==> config.mk <==
export PLATFORM = sky130hd
export DESIGN_NAME = multi_servo_slew_pulse_update
export DESIGN_NICKNAME = d
export VERILOG_FILES = /design/src/hw/rtl/svs_pkg.sv /design/src/hw/rtl/multi_servo_slew_pulse_update.sv /design/src/hw/rtl/svs_front.sv /design/src/hw/rtl/svs_queue.sv /design/src/hw/rtl/svs_back.sv
export SDC_FILE = /design/constraint.sdc
export NUM_CORES = 2
export LEC_CHECK = 0
export BUFFER_PORTS_ARGS = -buffer_cell sky130_fd_sc_hd__buf_2
export CAP_MARGIN = 20
export CORE_MARGIN = 2
export CORE_UTILIZATION = 55
export DETAILED_ROUTE_END_ITERATION = 7
export PLACE_DENSITY_LB_ADDON = 0.15
export RECOVER_POWER = 25
export SYNTH_ARGS = -nofsm -noshare
export SYNTH_HDL_FRONTEND = slang
export SYNTH_HIERARCHICAL = 1
export SYNTH_SLANG_ARGS = --single-unit
==> constraint.sdc <==
create_clock -name clock -period 6.04 [get_ports clock]
set_input_delay 0.906 -clock clock [delete_from_list [all_inputs] [get_ports clock]]
set_output_delay 0.906 -clock clock [all_outputs]
set_load 0.02 [all_outputs]
==> src/hw/rtl/svs_pkg.sv <==
`timescale 1ns / 1ps
`default_nettype none

package svs_pkg;

   localparam int NUM_SERVOS = 8;
   localparam int CH_W       = 3;

   localparam logic [15:0] DEFAULT_MIN_PULSE = 16'd544;
   localparam logic [15:0] DEFAULT_MAX_PULSE = 16'd2400;
   localparam logic [15:0] SPEED_RESET       = 16'hffff;
   localparam logic [16:0] FULL_SCALE        = 17'd65535;

   localparam logic [1:0] CMD_FRAME  = 2'd0;
   localparam logic [1:0] CMD_TARGET = 2'd1;
   localparam logic [1:0] CMD_SPEED  = 2'd2;
   localparam logic [1:0] CMD_RANGE  = 2'd3;

   localparam int QUEUE_DEPTH = 4;
   localparam int Q_PTR_W     = 2;

   typedef enum logic [1:0] {
      OP_FRAME,
      OP_TARGET,
      OP_SPEED,
      OP_RANGE
   } op_type;

   typedef struct packed {
      logic [1:0]  cmd;
      logic [2:0]  channel;
      logic [15:0] data_word;
      logic [15:0] data_word_high;
      logic [7:0]  elapsed_ms;
   } req_type;

   typedef struct packed {
      logic [2:0]  out_channel;
      logic [15:0] pulse_width;
      logic [15:0] angle_now;
      logic        target_reached;
      logic        last;
   } rsp_type;

   typedef struct packed {
      op_type          op;
      logic [CH_W-1:0] channel;
      logic [15:0]     data_word;
      logic [15:0]     data_word_high;
      logic [7:0]      elapsed_ms;
   } job_type;

endpackage

`default_nettype wire

==> src/hw/rtl/multi_servo_slew_pulse_update.sv <==
// Eight-channel servo slew limiter. Set-target, set-speed and set-range commands
// are applied as they leave the queue and give no result. A frame tick leaves the
// queue and then walks the channels in order, one per cycle, holding the back end
// until the last channel is issued; each result passes the stage 1-3 and rsp registers
// and shows on rsp_valid for a single cycle, with last set on the final channel.
// Commands wait in a 4-entry queue and busy rises only when that queue is full.
// Results cannot be held off: take each one in the cycle rsp_valid is high.
`timescale 1ns / 1ps
`default_nettype none

module multi_servo_slew_pulse_update import svs_pkg::*; (
   input  wire logic    clock,
   input  wire logic    reset,
   input  wire logic    start,
   output logic         busy,
   input  wire req_type req,
   output logic         rsp_valid,
   output rsp_type      rsp
);

   logic    push, pop, q_empty, q_full;
   job_type job_in, job_out;

   svs_front u_front (
      .start      (start),
      .req        (req),
      .queue_full (q_full),
      .busy       (busy),
      .push       (push),
      .job        (job_in)
   );

   svs_queue u_queue (
      .clock   (clock),
      .reset   (reset),
      .push    (push),
      .job_in  (job_in),
      .pop     (pop),
      .job_out (job_out),
      .empty   (q_empty),
      .full    (q_full)
   );

   svs_back u_back (
      .clock     (clock),
      .reset     (reset),
      .job       (job_out),
      .empty     (q_empty),
      .pop       (pop),
      .rsp_valid (rsp_valid),
      .rsp       (rsp)
   );

endmodule

`default_nettype wire

==> src/hw/rtl/svs_front.sv <==
`timescale 1ns / 1ps
`default_nettype none

module svs_front import svs_pkg::*; (
   input  wire logic    start,
   input  wire req_type req,
   input  wire logic    queue_full,
   output logic         busy,
   output logic         push,
   output job_type      job
);

   op_type op;
   logic   ch_ok;

   always_comb begin
      unique case (req.cmd)
         CMD_FRAME:  op = OP_FRAME;
         CMD_TARGET: op = OP_TARGET;
         CMD_SPEED:  op = OP_SPEED;
         CMD_RANGE:  op = OP_RANGE;
         default:    op = OP_FRAME;
      endcase
   end

   // drop writes to channels that do not exist
   assign ch_ok = (int'(req.channel) < NUM_SERVOS);

   assign busy = queue_full;
   assign push = start && !queue_full && ((op == OP_FRAME) || ch_ok);

   always_comb begin
      job.op             = op;
      job.channel        = CH_W'(req.channel);
      job.data_word      = req.data_word;
      job.data_word_high = req.data_word_high;
      job.elapsed_ms     = req.elapsed_ms;
   end

endmodule

`default_nettype wire

==> src/hw/rtl/svs_queue.sv <==
`timescale 1ns / 1ps
`default_nettype none

module svs_queue import svs_pkg::*; (
   input  wire logic    clock,
   input  wire logic    reset,
   input  wire logic    push,
   input  wire job_type job_in,
   input  wire logic    pop,
   output job_type      job_out,
   output logic         empty,
   output logic         full
);

   job_type              mem_ff [QUEUE_DEPTH];
   logic [Q_PTR_W-1:0]   wr_ptr_ff, wr_ptr_in;
   logic [Q_PTR_W-1:0]   rd_ptr_ff, rd_ptr_in;
   logic [Q_PTR_W:0]     count_ff, count_in;
   logic                 do_push, do_pop;

   assign empty   = (count_ff == '0);
   assign full    = (count_ff == (Q_PTR_W + 1)'(QUEUE_DEPTH));
   assign do_push = push && !full;
   assign do_pop  = pop && !empty;
   assign job_out = mem_ff[rd_ptr_ff];

   always_comb begin
      wr_ptr_in = do_push ? wr_ptr_ff + 1'b1 : wr_ptr_ff;
      rd_ptr_in = do_pop ? rd_ptr_ff + 1'b1 : rd_ptr_ff;
      count_in  = count_ff;
      if (do_push && !do_pop) begin
         count_in = count_ff + 1'b1;
      end else if (do_pop && !do_push) begin
         count_in = count_ff - 1'b1;
      end
   end

   always_ff @(posedge clock) begin
      if (reset) begin
         wr_ptr_ff <= '0;
         rd_ptr_ff <= '0;
         count_ff  <= '0;
      end else begin
         wr_ptr_ff <= wr_ptr_in;
         rd_ptr_ff <= rd_ptr_in;
         count_ff  <= count_in;
      end
   end

   always_ff @(posedge clock) begin
      if (do_push) begin
         mem_ff[wr_ptr_ff] <= job_in;
      end
   end

endmodule

`default_nettype wire

==> src/hw/rtl/svs_back.sv <==
`timescale 1ns / 1ps
`default_nettype none

module svs_back import svs_pkg::*; (
   input  wire logic    clock,
   input  wire logic    reset,
   input  wire job_type job,
   input  wire logic    empty,
   output logic         pop,
   output logic         rsp_valid,
   output rsp_type      rsp
);

   typedef enum logic {
      ST_IDLE,
      ST_SWEEP
   } state_type;

   state_type       state_ff;
   logic [CH_W-1:0] cnt_ff;
   logic [7:0]      elapsed_ff;

   logic [15:0] angle_ff  [NUM_SERVOS];
   logic [15:0] target_ff [NUM_SERVOS];
   logic [15:0] speed_ff  [NUM_SERVOS];
   logic [15:0] lo_ff     [NUM_SERVOS];
   logic [15:0] hi_ff     [NUM_SERVOS];

   // stage 1: fetch and step size
   logic            s1_valid_ff, s1_last_ff;
   logic [CH_W-1:0] s1_ch_ff;
   logic [15:0]     s1_angle_ff, s1_target_ff, s1_lo_ff, s1_hi_ff;
   logic [23:0]     s1_step_ff, s1_step_in;

   // stage 2: new angle
   logic            s2_valid_ff, s2_last_ff, s2_reached_ff, s2_neg_ff;
   logic [CH_W-1:0] s2_ch_ff;
   logic [15:0]     s2_pos_ff, s2_lo_ff, s2_span_ff;
   logic [15:0]     gap, pos_in, span_in;
   logic            neg_in;

   // stage 3: scaled product
   logic            s3_valid_ff, s3_last_ff, s3_reached_ff, s3_neg_ff;
   logic [CH_W-1:0] s3_ch_ff;
   logic [15:0]     s3_pos_ff, s3_lo_ff;
   logic [31:0]     s3_prod_ff;

   // stage 4: divide by full scale and offset
   logic [15:0]     q_est, quot, pulse_in;
   logic [16:0]     rem_est;

   logic            issue;

   assign pop   = (state_ff == ST_IDLE) && !empty;
   assign issue = (state_ff == ST_SWEEP);

   always_ff @(posedge clock) begin
      if (reset) begin
         state_ff   <= ST_IDLE;
         cnt_ff     <= '0;
         elapsed_ff <= '0;
      end else begin
         unique case (state_ff)
            ST_IDLE: begin
               if (pop && (job.op == OP_FRAME)) begin
                  state_ff   <= ST_SWEEP;
                  cnt_ff     <= '0;
                  elapsed_ff <= job.elapsed_ms;
               end
            end
            ST_SWEEP: begin
               cnt_ff <= cnt_ff + 1'b1;
               if (cnt_ff == CH_W'(NUM_SERVOS - 1)) begin
                  state_ff <= ST_IDLE;
               end
            end
            default: state_ff <= ST_IDLE;
         endcase
      end
   end

   // channel settings
   always_ff @(posedge clock) begin
      if (reset) begin
         for (int i = 0; i < NUM_SERVOS; i++) begin
            target_ff[i] <= '0;
            speed_ff[i]  <= SPEED_RESET;
            lo_ff[i]     <= DEFAULT_MIN_PULSE;
            hi_ff[i]     <= DEFAULT_MAX_PULSE;
         end
      end else if (pop) begin
         unique case (job.op)
            OP_TARGET: target_ff[job.channel] <= job.data_word;
            OP_SPEED:  speed_ff[job.channel]  <= job.data_word;
            OP_RANGE: begin
               lo_ff[job.channel] <= job.data_word;
               hi_ff[job.channel] <= job.data_word_high;
            end
            OP_FRAME: ;
            default: ;
         endcase
      end
   end

   always_ff @(posedge clock) begin
      if (reset) begin
         for (int i = 0; i < NUM_SERVOS; i++) begin
            angle_ff[i] <= '0;
         end
      end else if (s2_valid_ff) begin
         angle_ff[s2_ch_ff] <= s2_pos_ff;
      end
   end

   assign s1_step_in = 24'(speed_ff[cnt_ff]) * 24'(elapsed_ff);

   always_comb begin
      gap     = (s1_target_ff > s1_angle_ff) ? s1_target_ff - s1_angle_ff
                                             : s1_angle_ff - s1_target_ff;
      // limit the step so the angle never passes the target
      if (s1_step_ff >= 24'(gap)) begin
         pos_in = s1_target_ff;
      end else if (s1_target_ff < s1_angle_ff) begin
         pos_in = s1_angle_ff - s1_step_ff[15:0];
      end else begin
         pos_in = s1_angle_ff + s1_step_ff[15:0];
      end
      neg_in  = (s1_hi_ff < s1_lo_ff);
      span_in = neg_in ? s1_lo_ff - s1_hi_ff : s1_hi_ff - s1_lo_ff;
   end

   // x / 65535 for x up to 65535 * 65535: estimate with x >> 16, correct once
   always_comb begin
      q_est    = s3_prod_ff[31:16];
      rem_est  = 17'(s3_prod_ff[15:0]) + 17'(q_est);
      quot     = (rem_est >= FULL_SCALE) ? q_est + 16'd1 : q_est;
      pulse_in = s3_neg_ff ? s3_lo_ff - quot : s3_lo_ff + quot;
   end

   always_ff @(posedge clock) begin
      if (reset) begin
         s1_valid_ff <= 1'b0;
         s2_valid_ff <= 1'b0;
         s3_valid_ff <= 1'b0;
         rsp_valid   <= 1'b0;
      end else begin
         s1_valid_ff <= issue;
         s2_valid_ff <= s1_valid_ff;
         s3_valid_ff <= s2_valid_ff;
         rsp_valid   <= s3_valid_ff;
      end
   end

   always_ff @(posedge clock) begin
      s1_ch_ff     <= cnt_ff;
      s1_last_ff   <= (cnt_ff == CH_W'(NUM_SERVOS - 1));
      s1_angle_ff  <= angle_ff[cnt_ff];
      s1_target_ff <= target_ff[cnt_ff];
      s1_lo_ff     <= lo_ff[cnt_ff];
      s1_hi_ff     <= hi_ff[cnt_ff];
      s1_step_ff   <= s1_step_in;

      s2_ch_ff      <= s1_ch_ff;
      s2_last_ff    <= s1_last_ff;
      s2_pos_ff     <= pos_in;
      s2_reached_ff <= (pos_in == s1_target_ff);
      s2_lo_ff      <= s1_lo_ff;
      s2_neg_ff     <= neg_in;
      s2_span_ff    <= span_in;

      s3_ch_ff      <= s2_ch_ff;
      s3_last_ff    <= s2_last_ff;
      s3_pos_ff     <= s2_pos_ff;
      s3_reached_ff <= s2_reached_ff;
      s3_lo_ff      <= s2_lo_ff;
      s3_neg_ff     <= s2_neg_ff;
      s3_prod_ff    <= 32'(s2_pos_ff) * 32'(s2_span_ff);

      rsp.out_channel    <= 3'(s3_ch_ff);
      rsp.pulse_width    <= pulse_in;
      rsp.angle_now      <= s3_pos_ff;
      rsp.target_reached <= s3_reached_ff;
      rsp.last           <= s3_last_ff;
   end

endmodule

`default_nettype wire
==> results.yml <==
run_status:
  status: "finished, violations left"
  violations: "max-capacitance violations, max-slew violations"
worst_setup_path:
  start_kind: "flop"
  cp_common_cell: "fa_1"
  crit_slowest_cell: "fa_1"
  critPathKind: "reg2reg"
  slowest_delay_ns: 0.54
  cpLargestDelayFamily: "adder cells"
  critPathMaxFanout: 5
  crit_path_cell_trace: "buf_4 -> mux4_2 -> mux2_4 -> and2_1 -> fa_1 -> inv_2 -> fa_1 -> inv_1 -> fa_1 -> inv_1 -> fa_1 -> inv_2 -> ha_4 -> a21boi_2 -> o21ai_2 -> a21oi_2 -> o21a_1 -> o31a_1 -> o41ai_2 -> buf_4 -> o211ai_1 -> a31o_2 -> a21oi_2 -> xnor2_1"
  cp.required_ns: 6.69
  worst-path-buf-inv: 6
  arrival_ns: 6.54
  critPathCaptureType: "flop"
layout:
  n_fill_cell: 8626
  final_util: 0.614
  stdcell_count: 6495
  multi_input_area_sq_um: 27800
  fin_area_sq_um: 67700
  nets: 5521
  drive_gt1_frac: 0.172
  seqCellArea_sq_um: 30300
  area_growth_pct: 11.2
die:
  die_area_sq_um: 113000
  die_h_um: 337
  start_util: 0.553
  coreArea_sq_um: 110000
  die_w_um: 337
  rows: 122
  ios: 87
timing:
  setup_violations: 0
  slew_headroom: -1.57
  tightest_slew_ns: 3.86
  skew_ns: 0.0558
  finalCritPeriodShare: 0.976
  rsz0062_at_grt: "yes"
  fin_crit_ns: 5.90
  hold_viol: 0
  slew_viol_final: 196
  fmax_mhz: 170
synthesis:
  ys_seq_area_frac: 0.497
  synth_area_leaders: "edfxtp_1 (40%), fa_1 (9.4%), dfxtp_1 (9.2%)"
  yosys_warnings: 6
  synth_top_cells_by_count: "edfxtp_1 (820), and2_1 (615), inv_1 (448), nand2_1 (307), fa_1 (286)"
  synth_area_per_cell_sq_um: 12.7
  synth_top_area_frac: 0.404
  synth_fp_nets: 5404
  ys.flop_type: "edfxtp_1"
  synth.distinct_cells: 88
  netlist_area_sq_um: 60900
  yosysMostFrequentCell: "edfxtp_1"
  ys_ff_latch: 1101
  yosysTopAreaCell: "edfxtp_1"
  syn_inst: 4789
  synth-edff-count: 820
  ys_async_sr_fraction: 0
cts:
  clock_sinks: 1101
  clock_path_buffers: 3
  h-tree-depth: 3
  numCtsBuffers: 113
  root_buffer: "clkbuf_16"
  postCtsHoldBufs: 0
  clock_latency_ns: 0.74
  clk_pin_slew_ns: 0.07
  cts_tree: "done"
routing:
  dr.first_iter.drc_count: 2620
  wirelength_um: 143000
  via_per_inst: 5.61
  firstDrtPassIters: 6
  final_antenna_net_count: 0
  post_drt_wl_per_cell_um: 22.1
  drc: 0
  via_count: 36400
grt:
  grt_pass1_wl_um: 223000
  grt_max_degree: 96
  overflow: 0
  antenna_found_initial: 2
  track_usage: 0.259
  grt_pass1_vias: 38100
place:
  postPlaceCellArea_sq_um: 63500
  dp_hpwl_um: 97700
  io_buffers: 86
  post-place-cells: 6263
  gp_congestion: 0.914
run:
  max_cap_violations: 4
min_path:
  hold_path.class: "reg2reg"
  hp-start: "u_back/s2_lo_ff[13]"
-- cell usage in the layout, fill, tap and decap left out, types with 11 or more instances in the layout --
cell and n:
and3_1 11, or2_2 31, fa_1 285, o21a_1 18, o21ai_0 60, nor2b_1 40
nand3_1 29, mux4_2 204, clkinv_2 22, dfxtp_2 11, ha_1 279, bufinv_16 12
nand2b_1 24, xnor2_1 121, and2_1 606, buf_2 40, or3_1 186, nor2_1 103
o21ai_1 11, inv_1 445, buf_4 203, a31oi_1 11, mux2i_1 24, clkbuf_1 72
clkbuf_8 17, mux2_2 90, a21o_1 65, nor3_1 27, nand2_1 307, dfxtp_1 267
nand4_1 12, clkbuf_16 114, a21oi_1 115, o21bai_1 33, edfxtp_1 820, xor2_1 43
clkinv_1 12
-- registers in the layout (all words and copies together) (netlist names), 24 cells and up, named ones only --
name               flops
u_back/speed_ff      128
u_back/rsp            37
u_back/lo_ff         128
u_back/angle_ff      128
u_back/s3_prod_ff     32
u_back/target_ff     128
u_back/s1_step_ff     24
u_back/hi_ff         128
u_queue/mem_ff       180
-- area by class of cell --
class                      instances  area share
inverter                         448      0.0248
clock inverter                    64      0.0112
timing repair buffer             308      0.0318
tap                             1488      0.0275
clock buffer                     151      0.0467
multi-input combinational       2934       0.411
antenna                            1   0.0000370
sequential                      1101       0.447
-- worst paths after layout --
path	to	slack, ns	cells past startpoint
setup / recovery	u_back/s1_step_ff[23]	0.14	24
hold / removal	u_back/s3_lo_ff[13]	0.32	0
setup reg to reg	u_back/s1_step_ff[23]	0.14	24
hold reg to reg	u_back/s3_lo_ff[13]	0.32	0
-- cell families (layout without fill, tap and decap cells) --
group	after synthesis	count (layout)	share of synthesized area
AOI/OAI and AO/OA	435	436	0.0478
xor gates and xnor gates	164	164	0.0236
adders and majority gates	567	567	0.152
buffers and inverters	755	971	0.0510
DFF	1101	1101	0.497
muxes	328	328	0.0983
other	0	1	0
and+or+nand+nor	1439	1439	0.131
-- metrics by stage --
stage	worst slack [ns]	setup TNS [ns]	hold WS (ns)
4_1_cts	0.0273	0	0.324
2_1_floorplan	-0.152	-0.152	0.310
3_5_place_dp	-0.179	-0.557	0.312
5_1_grt	-0.0673	-0.0919	0.328
3_3_place_gp	-0.107	-0.199	0.310
6_report	0.143	0	0.321
-- what timing repair did --
item,4_1_cts,5_1_grt
setup buffers,0,15
resized for setup,8,77
pin swaps,0,30
cloned,0,1
endpoints found under the hold margin,0,0
setup endpoints to repair,7,36
-- metal layers --
| layer | up-vias | GRT usage | part of all wire |
|---|---|---|---|
| met5 | - | 0 | 0 |
| met4 | 0 | 0.0744 | 0.028 |
| met3 | 192 | 0.0326 | 0.054 |
| met2 | 1024 | 0.443 | 0.49 |
| met1 | 18400 | 0.350 | 0.42 |
| li1 | 16800 | - | - |
Power is left out: the tool's default activity adds up to more than one toggle a clock period on the data nets, which glitch-free logic cannot reach.
